--- src/rtl/core/smpg_pkg.sv ---
`timescale 1ns / 1ps
`default_nettype none
package smpg_pkg;

  localparam int COUNT_BITS = 24;
  localparam int FRAC_BITS  = 4;

  // field widths
  localparam int TS_W     = 16;
  localparam int BASE_W   = 11;
  localparam int PERIOD_W = 24;
  localparam int TGT_W    = 16;
  localparam int POS_W    = 15;
  localparam int CFG_W    = 24;
  localparam int CFG_IDX_W = 2;

  // derived arithmetic widths
  localparam int DIST_W     = TGT_W + 1;
  localparam int MAG_W      = TGT_W;
  localparam int PROD_W     = MAG_W + TS_W;
  localparam int DIVIDEND_W = PROD_W + 1;
  localparam int DEN_W      = BASE_W + FRAC_BITS;

  localparam logic [POS_W-1:0]      POS_MAX    = {POS_W{1'b1}};
  localparam logic [COUNT_BITS-1:0] COUNT_MAX  = {COUNT_BITS{1'b1}};
  localparam logic [PERIOD_W-1:0]   PERIOD_RST = PERIOD_W'(1000);

  typedef enum logic {
    OP_MOVE = 1'b0,
    OP_TICK = 1'b1
  } op_e;

  typedef enum logic [CFG_IDX_W-1:0] {
    REG_TOTAL_STEPS = 2'd0,
    REG_BASE_LENGTH = 2'd1,
    REG_STEP_PERIOD = 2'd2,
    REG_ORIGIN_DIR  = 2'd3
  } reg_idx_e;

  typedef enum logic [1:0] {
    ST_IDLE,
    ST_MUL,
    ST_DIV
  } state_e;

  // handshake between the sequencer and a serial arithmetic unit
  typedef struct packed {
    logic start;
  } unit_req_t;

  typedef struct packed {
    logic busy;
    logic done;
  } unit_rsp_t;

endpackage
`default_nettype wire

--- src/rtl/core/smpg_mul.sv ---
`timescale 1ns / 1ps
`default_nettype none
module smpg_mul (
  input  wire logic                          clk_i,
  input  wire logic                          rst_ni,
  input  wire smpg_pkg::unit_req_t           req_i,
  input  wire logic [smpg_pkg::MAG_W-1:0]    a_i,
  input  wire logic [smpg_pkg::TS_W-1:0]     b_i,
  output smpg_pkg::unit_rsp_t                rsp_o,
  output logic [smpg_pkg::PROD_W-1:0]        prod_o
);
  import smpg_pkg::*;

  localparam int CNT_W = $clog2(TS_W);

  logic [MAG_W-1:0] a_q;
  logic [MAG_W-1:0] hi_q, hi_d;
  logic [TS_W-1:0]  lo_q, lo_d;
  logic [CNT_W-1:0] cnt_q;
  logic             busy_q, done_q;
  logic [MAG_W:0]   sum;

  // shift-add, one multiplier bit per cycle, product bits shift into lo
  always_comb begin
    sum  = {1'b0, hi_q} + (lo_q[0] ? {1'b0, a_q} : '0);
    hi_d = sum[MAG_W:1];
    lo_d = {sum[0], lo_q[TS_W-1:1]};
  end

  always_ff @(posedge clk_i or negedge rst_ni) begin
    if (!rst_ni) begin
      busy_q <= 1'b0;
      done_q <= 1'b0;
      cnt_q  <= '0;
    end else begin
      done_q <= busy_q && (cnt_q == '0);
      if (req_i.start) begin
        busy_q <= 1'b1;
        cnt_q  <= CNT_W'(TS_W - 1);
      end else if (busy_q) begin
        cnt_q <= cnt_q - 1'b1;
        if (cnt_q == '0) begin
          busy_q <= 1'b0;
        end
      end
    end
  end

  always_ff @(posedge clk_i) begin
    if (req_i.start) begin
      a_q  <= a_i;
      hi_q <= '0;
      lo_q <= b_i;
    end else if (busy_q) begin
      hi_q <= hi_d;
      lo_q <= lo_d;
    end
  end

  assign prod_o     = {hi_q, lo_q};
  assign rsp_o.busy = busy_q;
  assign rsp_o.done = done_q;

endmodule
`default_nettype wire

--- src/rtl/core/smpg_div.sv ---
`timescale 1ns / 1ps
`default_nettype none
module smpg_div (
  input  wire logic                              clk_i,
  input  wire logic                              rst_ni,
  input  wire smpg_pkg::unit_req_t               req_i,
  input  wire logic [smpg_pkg::DIVIDEND_W-1:0]   dividend_i,
  input  wire logic [smpg_pkg::DEN_W-1:0]        divisor_i,
  output smpg_pkg::unit_rsp_t                    rsp_o,
  output logic [smpg_pkg::DIVIDEND_W-1:0]        quot_o
);
  import smpg_pkg::*;

  localparam int CNT_W = $clog2(DIVIDEND_W);

  logic [DEN_W-1:0]      den_q;
  logic [DEN_W-1:0]      rem_q, rem_d;
  logic [DIVIDEND_W-1:0] quo_q, quo_d;
  logic [CNT_W-1:0]      cnt_q;
  logic                  busy_q, done_q;
  logic [DEN_W:0]        trial;
  logic                  fits;

  // restoring division: dividend bits leave the top of quo_q, quotient bits enter below
  always_comb begin
    trial = {rem_q, quo_q[DIVIDEND_W-1]};
    fits  = (trial >= {1'b0, den_q});
    rem_d = fits ? DEN_W'(trial - {1'b0, den_q}) : trial[DEN_W-1:0];
    quo_d = {quo_q[DIVIDEND_W-2:0], fits};
  end

  always_ff @(posedge clk_i or negedge rst_ni) begin
    if (!rst_ni) begin
      busy_q <= 1'b0;
      done_q <= 1'b0;
      cnt_q  <= '0;
    end else begin
      done_q <= busy_q && (cnt_q == '0);
      if (req_i.start) begin
        busy_q <= 1'b1;
        cnt_q  <= CNT_W'(DIVIDEND_W - 1);
      end else if (busy_q) begin
        cnt_q <= cnt_q - 1'b1;
        if (cnt_q == '0) begin
          busy_q <= 1'b0;
        end
      end
    end
  end

  always_ff @(posedge clk_i) begin
    if (req_i.start) begin
      den_q <= divisor_i;
      rem_q <= '0;
      quo_q <= dividend_i;
    end else if (busy_q) begin
      rem_q <= rem_d;
      quo_q <= quo_d;
    end
  end

  assign quot_o     = quo_q;
  assign rsp_o.busy = busy_q;
  assign rsp_o.done = done_q;

endmodule
`default_nettype wire

--- src/rtl/core/stepper_move_pulse_generator.sv ---
`timescale 1ns / 1ps
`default_nettype none
// Single-axis step/direction generator. Each accepted transaction returns one result that
// shows the pin levels, the running flag, a one-transaction done pulse (with limit_stop
// when a limit switch ended the move) and the stored Q11.4 position. A tick transaction's
// result is registered as it is accepted, so ticks stream back to back while results are
// taken. For a move transaction the half-step count is formed by a bit-serial shift-add
// multiplier (one bit of total_steps per cycle) followed by a bit-serial restoring divider
// (one quotient bit per cycle); the multiplier's done starts the divider, and the divider's
// done registers the result. No new transaction is taken during a move computation.
// Configuration writes land on the cycle the write enable is high.
module stepper_move_pulse_generator (
  input  wire logic                              clk_i,
  input  wire logic                              rst_ni,
  input  wire logic                              cfg_we_i,
  input  wire logic [smpg_pkg::CFG_IDX_W-1:0]    cfg_addr_i,
  input  wire logic [smpg_pkg::CFG_W-1:0]        cfg_wdata_i,
  input  wire logic                              in_valid_i,
  output logic                                   in_ready_o,
  input  wire logic                              op_i,
  input  wire logic [smpg_pkg::TGT_W-1:0]        target_pos_i,
  input  wire logic                              limit_min_hit_i,
  input  wire logic                              limit_max_hit_i,
  output logic                                   out_valid_o,
  input  wire logic                              out_ready_i,
  output logic                                   step_level_o,
  output logic                                   dir_level_o,
  output logic                                   running_o,
  output logic                                   done_res_o,
  output logic                                   limit_stop_o,
  output logic [smpg_pkg::POS_W-1:0]             position_o
);
  import smpg_pkg::*;

  // configuration
  logic [TS_W-1:0]     total_steps_q;
  logic [BASE_W-1:0]   base_length_q;
  logic [PERIOD_W-1:0] step_period_q;
  logic                origin_dir_q;

  // axis state
  state_e               state_q, state_d;
  logic [POS_W-1:0]     position_q, position_d;
  logic [COUNT_BITS-1:0] remaining_q, remaining_d;
  logic [PERIOD_W-1:0]  period_cnt_q, period_cnt_d;
  logic                 dir_q, dir_d;
  logic                 step_q, step_d;
  logic                 running_q, running_d;
  logic                 done_q, done_d;
  logic                 lstop_q, lstop_d;
  logic                 out_valid_q, out_valid_d;

  logic                 accept;
  logic [BASE_W-1:0]    base_eff;
  logic [DEN_W-1:0]     denom;
  logic [POS_W-1:0]     pos_upper;
  logic [PERIOD_W-1:0]  period_eff;
  logic [PERIOD_W-1:0]  period_inc;
  logic signed [DIST_W-1:0] delta;
  logic [MAG_W-1:0]     mag;
  logic                 toward_origin;
  logic                 limit_hit;

  unit_req_t             mul_req, div_req;
  unit_rsp_t             mul_rsp, div_rsp;
  logic [PROD_W-1:0]     prod;
  logic [DIVIDEND_W-1:0] quot;

  always_ff @(posedge clk_i or negedge rst_ni) begin
    if (!rst_ni) begin
      total_steps_q <= '0;
      base_length_q <= BASE_W'(1);
      step_period_q <= PERIOD_RST;
      origin_dir_q  <= 1'b0;
    end else if (cfg_we_i) begin
      unique case (cfg_addr_i)
        REG_TOTAL_STEPS: total_steps_q <= cfg_wdata_i[TS_W-1:0];
        REG_BASE_LENGTH: base_length_q <= cfg_wdata_i[BASE_W-1:0];
        REG_STEP_PERIOD: step_period_q <= cfg_wdata_i[PERIOD_W-1:0];
        REG_ORIGIN_DIR:  origin_dir_q  <= cfg_wdata_i[0];
        default: ;
      endcase
    end
  end

  assign base_eff   = (base_length_q == '0) ? BASE_W'(1) : base_length_q;
  assign denom      = {base_eff, {FRAC_BITS{1'b0}}};
  assign pos_upper  = (denom > DEN_W'(POS_MAX)) ? POS_MAX : POS_W'(denom);
  assign period_eff = (step_period_q == '0) ? PERIOD_W'(1) : step_period_q;
  assign period_inc = period_cnt_q + 1'b1;

  assign delta = $signed({target_pos_i[TGT_W-1], target_pos_i})
               - $signed({{(DIST_W-POS_W){1'b0}}, position_q});
  assign mag   = delta[DIST_W-1] ? MAG_W'(-delta) : MAG_W'(delta);

  assign toward_origin = (dir_q == origin_dir_q);
  assign limit_hit     = (limit_min_hit_i && toward_origin)
                      || (limit_max_hit_i && !toward_origin);

  assign in_ready_o = (state_q == ST_IDLE) && (!out_valid_q || out_ready_i);
  assign accept     = in_valid_i && in_ready_o;

  assign mul_req.start = accept && (op_i == OP_MOVE);
  assign div_req.start = mul_rsp.done;

  smpg_mul u_mul (
    .clk_i  (clk_i),
    .rst_ni (rst_ni),
    .req_i  (mul_req),
    .a_i    (mag),
    .b_i    (total_steps_q),
    .rsp_o  (mul_rsp),
    .prod_o (prod)
  );

  // the factor of two enters as an extra low dividend bit
  smpg_div u_div (
    .clk_i      (clk_i),
    .rst_ni     (rst_ni),
    .req_i      (div_req),
    .dividend_i ({prod, 1'b0}),
    .divisor_i  (denom),
    .rsp_o      (div_rsp),
    .quot_o     (quot)
  );

  always_comb begin
    state_d      = state_q;
    position_d   = position_q;
    remaining_d  = remaining_q;
    period_cnt_d = period_cnt_q;
    dir_d        = dir_q;
    step_d       = step_q;
    running_d    = running_q;
    done_d       = done_q;
    lstop_d      = lstop_q;
    out_valid_d  = out_valid_q && !out_ready_i;

    unique case (state_q)
      ST_IDLE: begin
        if (accept) begin
          done_d  = 1'b0;
          lstop_d = 1'b0;
          if (op_i == OP_MOVE) begin
            dir_d        = delta[DIST_W-1] ? origin_dir_q : !origin_dir_q;
            period_cnt_d = '0;
            running_d    = 1'b1;
            if (target_pos_i[TGT_W-1]) begin
              position_d = '0;
            end else if (target_pos_i[POS_W-1:0] > pos_upper) begin
              position_d = pos_upper;
            end else begin
              position_d = target_pos_i[POS_W-1:0];
            end
            out_valid_d = 1'b0;
            state_d     = ST_MUL;
          end else begin
            out_valid_d = 1'b1;
            if (running_q) begin
              if (period_inc >= period_eff) begin
                period_cnt_d = '0;
                if (remaining_q != '0) begin
                  remaining_d = remaining_q - 1'b1;
                  if (limit_hit) begin
                    running_d = 1'b0;
                    done_d    = 1'b1;
                    lstop_d   = 1'b1;
                  end else begin
                    step_d = !step_q;
                  end
                end else begin
                  running_d = 1'b0;
                  done_d    = 1'b1;
                end
              end else begin
                period_cnt_d = period_inc;
              end
            end
          end
        end
      end
      ST_MUL: begin
        if (mul_rsp.done) begin
          state_d = ST_DIV;
        end
      end
      ST_DIV: begin
        if (div_rsp.done) begin
          remaining_d = ((quot >> COUNT_BITS) != '0) ? COUNT_MAX : quot[COUNT_BITS-1:0];
          out_valid_d = 1'b1;
          state_d     = ST_IDLE;
        end
      end
      default: state_d = ST_IDLE;
    endcase
  end

  always_ff @(posedge clk_i or negedge rst_ni) begin
    if (!rst_ni) begin
      state_q      <= ST_IDLE;
      position_q   <= '0;
      remaining_q  <= '0;
      period_cnt_q <= '0;
      dir_q        <= 1'b0;
      step_q       <= 1'b0;
      running_q    <= 1'b0;
      done_q       <= 1'b0;
      lstop_q      <= 1'b0;
      out_valid_q  <= 1'b0;
    end else begin
      state_q      <= state_d;
      position_q   <= position_d;
      remaining_q  <= remaining_d;
      period_cnt_q <= period_cnt_d;
      dir_q        <= dir_d;
      step_q       <= step_d;
      running_q    <= running_d;
      done_q       <= done_d;
      lstop_q      <= lstop_d;
      out_valid_q  <= out_valid_d;
    end
  end

  // state changes only on an accepted transaction, so the result is the live state
  assign out_valid_o  = out_valid_q;
  assign step_level_o = step_q;
  assign dir_level_o  = dir_q;
  assign running_o    = running_q;
  assign done_res_o   = done_q;
  assign limit_stop_o = lstop_q;
  assign position_o   = position_q;

`ifndef SYNTH
  a_lstop_with_done: assert property (@(posedge clk_i) disable iff (!rst_ni)
    limit_stop_o |-> (done_res_o && !running_o))
    else $error("limit_stop without a halt");

  a_no_result_while_busy: assert property (@(posedge clk_i) disable iff (!rst_ni)
    (state_q != ST_IDLE) |-> (!out_valid_q && !in_ready_o))
    else $error("result or ready during move computation");

  a_mul_to_div: assert property (@(posedge clk_i) disable iff (!rst_ni)
    mul_rsp.done |=> (div_rsp.busy && state_q == ST_DIV))
    else $error("divider did not start after multiplier");

  a_move_starts: assert property (@(posedge clk_i) disable iff (!rst_ni)
    mul_req.start |=> (running_q && mul_rsp.busy && !out_valid_q))
    else $error("move transaction did not start the sequence");

  a_units_exclusive: assert property (@(posedge clk_i) disable iff (!rst_ni)
    !(mul_rsp.busy && div_rsp.busy))
    else $error("multiplier and divider busy together");
`endif

endmodule
`default_nettype wire
--- config.mk ---
export PLATFORM = sky130hd
export DESIGN_NAME = stepper_move_pulse_generator
export DESIGN_NICKNAME = d
export VERILOG_FILES = /design/src/rtl/core/smpg_pkg.sv /design/src/rtl/core/smpg_mul.sv /design/src/rtl/core/smpg_div.sv /design/src/rtl/core/stepper_move_pulse_generator.sv
export SDC_FILE = /design/constraint.sdc
export NUM_CORES = 1
export LEC_CHECK = 0
export BUFFER_PORTS_ARGS = -buffer_cell sky130_fd_sc_hd__buf_2
export CAP_MARGIN = 15
export CORE_ASPECT_RATIO = 1.25
export CORE_MARGIN = 1.5
export CORE_UTILIZATION = 62
export CTS_CLUSTER_DIAMETER = 80
export DETAILED_ROUTE_END_ITERATION = 6
export PLACE_DENSITY = 0.84
export SYNTH_ARGS = -nofsm -noshare
export SYNTH_HDL_FRONTEND = slang
export SYNTH_SLANG_ARGS = --single-unit
--- constraint.sdc ---
create_clock -name clk_i -period 4.3 [get_ports clk_i]
set_clock_uncertainty 0.05 [all_clocks]
set_input_delay 0.43 -clock clk_i [delete_from_list [all_inputs] [get_ports clk_i]]
set_output_delay 0.43 -clock clk_i [all_outputs]
set_load 0.005 [all_outputs]
# ---- Word-level counts from Yosys, hierarchy flattened
# Cells that the tools add are included.
dict set report classes {
  n_addsub 8
  multipliers 0
  div_mod_pow 0
  n_lt_le_gt_ge 4
  eq_ne 15
  n_shift 0
  muxes 57
  bitwise_logic 2
  reduce_logical 36
}
# op count
set op_table {}
lappend op_table {{$mux W24} 11}
lappend op_table {{$mux W33} 2}
lappend op_table {{$mux W16} 4}
lappend op_table {{$mux W15} 4}
lappend op_table {{$pmux W24 S2} 1}
lappend op_table {{$reduce_bool A33 Y1} 1}
lappend op_table {{$add A24 B1 Y24 const B} 1}
lappend op_table {{$ge A24 B24 Y1} 1}
lappend op_table {{$logic_not A24 Y1} 1}
lappend op_table {{$mux W1} 24}
lappend op_table {{$reduce_bool A24 Y1} 1}
lappend op_table {{$sub A24 B1 Y24 const B} 1}
lappend op_table {{$add A16 B17 Y17} 1}
lappend op_table {{$sub A16 B16 Y17} 1}
lappend op_table {{$ge A16 B15 Y1} 1}
lappend op_table {{$neg A16 Y16} 1}
lappend op_table {{$gt A15 B15 Y1} 1}
lappend op_table {{$gt A15 B15 Y1 const B} 1}
lappend op_table {{$sub A15 B15 Y15} 1}
lappend op_table {{$reduce_and A7 Y1} 2}
lappend op_table {{$mux W6} 2}
lappend op_table {{$logic_not A11 Y1} 1}
lappend op_table {{$mux W11} 1}
lappend op_table {{$ne A2 B1 Y1 const B} 5}
lappend op_table {{21 further kinds} 52}
dict set report word_totals {
  register_bits 244
  latchBits 0
  ram_bits 0
  mem_bits_ro 0
  output_inout_bits 22
  n_memories 0
}

# ---- Depth between registers and ports, before layout
dict set report logic_depth {
  word_depth 9
  ltp_mapped 18
  mapped_depth_nobuf 16
}

# ---- By module
# From an unflattened synthesis, not the netlist that was laid out.
dict set report unflattened {
  cells_unflattened 1406
  area_unflattened_um2 14387.5
}
# module n_inst cells_per_inst area_per_inst_um2
set modules_own_cells {}
lappend modules_own_cells {stepper_move_pulse_generator 1 816 7739.9}
lappend modules_own_cells {smpg_div 1 337 3816.2}
lappend modules_own_cells {smpg_mul 1 253 2831.5}

# ---- Worst setup path before layout
# Ideal clock, no wire load.
dict set report synth_timing {
  path_type {reg-to-reg}
  from {register period_cnt_q[7]}
  to {register period_cnt_q[20]}
  setup_time_ns 0.082
  arrival_ns 3.802
  t_required_ns 4.168
  path_slack_ns 0.367
  path_stages_with_launch 19
  path_cell_list {dfrtp_1 and3_1 and4_1 and3_1 nand2_1 and3b_1 and3_1 xor2_1 ha_1 a21o_1 a21o_1 a21oi_1 o221ai_1 a31oi_1 and2_1 clkbuf_1 clkbuf_1 a21oi_1 a31oi_1}
}
dict set report synth_via {
  elab_chain_len 5
}
# element line_no
set synth_lines {}
lappend synth_lines {{start: declaration} stepper_move_pulse_generator.sv:45} ;# logic [PERIOD_W-1:0] period_cnt_q, period_cnt_d;
lappend synth_lines {{start signal: assignment} stepper_move_pulse_generator.sv:214} ;# period_cnt_q <= period_cnt_d;
lappend synth_lines {{$add A24 B1 Y24 (*)} stepper_move_pulse_generator.sv:90} ;# assign period_inc = period_cnt_q + 1'b1;
lappend synth_lines {{$ge A24 B24 Y1} stepper_move_pulse_generator.sv:160} ;# if (period_inc >= period_eff) begin
lappend synth_lines {{$mux W24 (*)} stepper_move_pulse_generator.sv:160}
lappend synth_lines {{$mux W24 (*)} stepper_move_pulse_generator.sv:159} ;# if (running_q) begin
lappend synth_lines {{$mux W24 (*)} stepper_move_pulse_generator.sv:144} ;# if (op_i == OP_MOVE) begin
# Every way passes the cells marked *; elsewhere a longest branch is shown, timed or not. The select of a mux whose other input is x is not followed.
# A chain may end at the register's enable or synchronous reset.

# ---- Worst setup path in the final report
dict set report layout_timing {
  from {register period_cnt_q[7]}
  to {register remaining_q[7]}
}
dict set report layout_via {
  elab_chain_len 4
}
# element line_no
set layout_lines {}
lappend layout_lines {{$add A24 B1 Y24} stepper_move_pulse_generator.sv:90}
lappend layout_lines {{$ge A24 B24 Y1} stepper_move_pulse_generator.sv:160}
lappend layout_lines {{$ne A2 B1 Y1 (no source line)} -}
lappend layout_lines {{$reduce_and A7 Y1 (no source line)} -}
lappend layout_lines {{end signal: assignment} stepper_move_pulse_generator.sv:213} ;# remaining_q <= remaining_d;
lappend layout_lines {{end: declaration} stepper_move_pulse_generator.sv:44} ;# logic [COUNT_BITS-1:0] remaining_q, remaining_d;
# No other way between the ends.

==> results.md <==
* Most common cell after layout, fill and taps aside: nand2_1
* Synth warnings at 0
* Routed WL at ~33 mm
* HP Class: input port to flip-flop
* # IOs at between 70 and 80
* FFs w/ async S/R, synth at 56.1%
* WS Path Type: flip-flop to flip-flop
* Post-Syn Nets at about 1500
* Leading cell types in the layout, fill and taps excluded: nand2_1, dfrtp_1, inv_1, ha_1, edfxtp_1
* Worst skew pair latency at 0.53 ns
* Slowest cell delay on critical path at between 0.4 and 0.5 ns
* Worst setup EP type: flip-flop
* Share of layout cells above drive strength 1 at about 14%
* Startpoint Class: flip-flop
* Port bufs at about 70
* Die H at approximately 170 µm
* Hold violation count in the final report at 0
* Peak supply drop at ~0.00034 V
* CP Data Required Time at between 4 and 5 ns
* Deepest clock path buffer count at 3
* Post-synth EDFFs at 75
* Post-Syn Area at between 10000 and 15000 µm²
* Final Core Density at between 60 and 70%
* M3 GR Usage at 3.65%
* Wire length per cell at about 19 µm
* Slew headroom at approximately a third
* Crit-path cells: and3_2, and4_1, and3_1, nand2_1, and3b_1, and3_1, xor2_1, ha_1, a21o_1, a21o_1, a21oi_1, o221ai_1, a31oi_1, buf_4, nor2_1, buf_4, nor2_2, o311a_1
* Max cap viols at 0
* Static Leakage at 6.92 nW
* GR Util met2 at 49.6%
* FMAX at 249 MHz
* H-tree depth at 1
* Drt via density at roughly 6.3
* HPWL Detailed at ~24 mm
* Largest cells by area after synthesis: dfrtp_1, edfxtp_1, ha_1
* Synthesis-stage register bit count at around 240
* Clock sink count at 244
* GRT overflow at 0
* Nets at between 1500 and 2000
* Synth area leader: dfrtp_1
* Initial antenna violation count at 0
* Crit path arrival time at 4.43 ns
* Area growth syn-to-layout at 10.4%
* Worst Path Max Fanout at 8
* Antenna diodes at 0
* Die footprint at roughly 23000 µm²
* GPL Wtd Cong at just over 0.9
* Post-synth top flop: dfrtp_1
* Synth top area share at 23.8%
* Outcome: finished clean
* Gr usage total at 29.3%
* Routed Antenna Nets at 0
* Final Max Tran Viols at 0
* Number of setup buffers added after CTS at 0
* Worst Tran Pin Value at about 1 ns
* Core Region at 21500 µm²
* Clock tree root driver cell: clkbuf_16
* Fin crit period at between 4 and 5 ns
* Starting density of the core at 63.4%
* Clk pin slew, worst setup/hold paths at around 0.060 ns
* Inserted Clock Buffers at 25
* Pwr/cell area at between 400 and 500 nW/µm²
* Busiest metal layer after global routing: met2
* Tcrit/Tclk final at 93.5%
* DRC at 0
* Vias in the first global route at between 10000 and 15000
* CP max stage cell: dfrtp_2
* Largest net degree at the start of global routing at 116
* Mean post-synth cell area at 10.1 µm²
* CTS tree: yes
* Met1 Usage GRT at a little under two fifths
* Rows at 60
* TritonRoute pass-1 iters at 5
* Post-synthesis sequential area ratio at a little under half
* RSZ-0062 raised after global routing: false
* Post-synth cell types at between 70 and 80
* Vias at between 10000 and 15000
* TNS Setup at 0 ns
* Setup violations, final at 0
* First-pass GRT wire length at roughly 53 mm
* Initial drt markers at 773
* Die Span X at 136 µm
* Mapped Cells at between 1000 and 1500
critical path: cells and delay by family, from the launching register on:
kind	cells	cell delay (ns)
AND/OR/NAND/NOR	8	1.63
XOR/XNOR	1	0.15
adder cells (fa/ha/maj)	1	0.31
buffers and inverters	2	0.33
AO/OA/AOI/OAI	6	1.03
flip-flops	1	0.44
through the flow:
step / instance area (µm²) / total power, mW / setup slack [ns] / hold slack [ns] / std cells
floorplan: 13700 / 4.47 / 0.367 / 0.0844 / 1347
global placement: 14300 / 4.88 / 0.232 / 0.406 / 1658
detailed placement: 14300 / 4.97 / 0.159 / 0.413 / 1658
CTS: 15000 / 6.95 / 0.116 / 0.0440 / 1704
global route: 15100 / 7.31 / 0.00747 / 0.0695 / 1706
finish: 15100 / 6.95 / 0.281 / 0.0750 / 1706
cell type report:
class	instances	area (µm²)
clock buffer	40	692
sequential	244	6330
clock inverter	6	37.5
tap	279	349
fill	1515	6470
timing repair buffer	91	547
multi-input combinational	950	6750
inverter	96	360
cell usage after synthesis (all sizes together), types with 20 or more instances:
cell / count
inv: 96
nand3: 20
ha: 83
clkbuf: 51
dfxtp: 32
nand2: 134
a21oi: 61
and2: 20
o21ai: 53
mux2: 53
edfxtp: 75
nor2: 74
a22o: 44
xor2: 29
xnor2: 46
mux2i: 34
o22ai: 22
nor3: 28
dfrtp: 130
power by group:
part | internal, mW | switching (mW)
Sequential | 2.83 | 0.321
Clock | 1.10 | 0.878
Combinational | 0.856 | 0.967
Total | 4.78 | 2.17
state kept, by name, summed over array words and instances (netlist names), 2 cells and up:
name           count
u_div.quot_o      33
period_cnt_q      24
remaining_q       24
step_period_q     24
total_steps_q     16
u_mul.a_q         16
u_mul.hi_q        16
u_mul.lo_q        16
position_o        15
u_div.rem_q       15
base_length_q     11
u_div.den_q       11
u_div.cnt_q        6
u_mul.cnt_q        4
state_q            2
path summary, 6_finish.rpt:
path	from	to	slack, ns	cells past startpoint
worst max-delay path	period_cnt_q[7]$_DFFE_PN0P_	remaining_q[7]$_DFFE_PN0P_	0.28	18
worst min-delay path	cfg_wdata_i[23]	step_period_q[23]$_DFFE_PN0P_	0.07	2
worst max register to register	period_cnt_q[7]$_DFFE_PN0P_	remaining_q[7]$_DFFE_PN0P_	0.28	18
worst min register to register	u_div.done_q$_DFF_PN0_	state_q[1]$_DFFE_PN0P_	0.42	1
max in group asynchronous	rst_ni	base_length_q[3]$_DFFE_PN0P_	2.86	4
min in group asynchronous	rst_ni	step_level_o$_DFFE_PN0P_	0.23	2
metal layers:
layer	part of all wire, %	wire (µm)	up-vias
li1	-	-	4993
met1	40	13200	5196
met3	5.7	1870	101
met2	49	15900	393
met5	0	0	-
met4	5.1	1670	0
what timing repair did:
action,in CTS,in global routing
resized for setup,0,5
hold buffers,0,1
endpoints found under the hold margin,0,12
endpoints found under the setup margin,0,33
logic make-up (layout without fill, tap and decap cells):
group	count (synthesis)	in the layout	share of synthesized area, %
muxes	87	87	6.86
adders and majority gates	86	86	8.05
buffers and inverters	153	233	4.28
AOI/OAI and AO/OA	300	300	15.1
and+or+nand+nor	402	402	14.6
xor gates and xnor gates	75	75	4.81
DFF	244	244	46.4
Power figures use the tool's default switching activity.
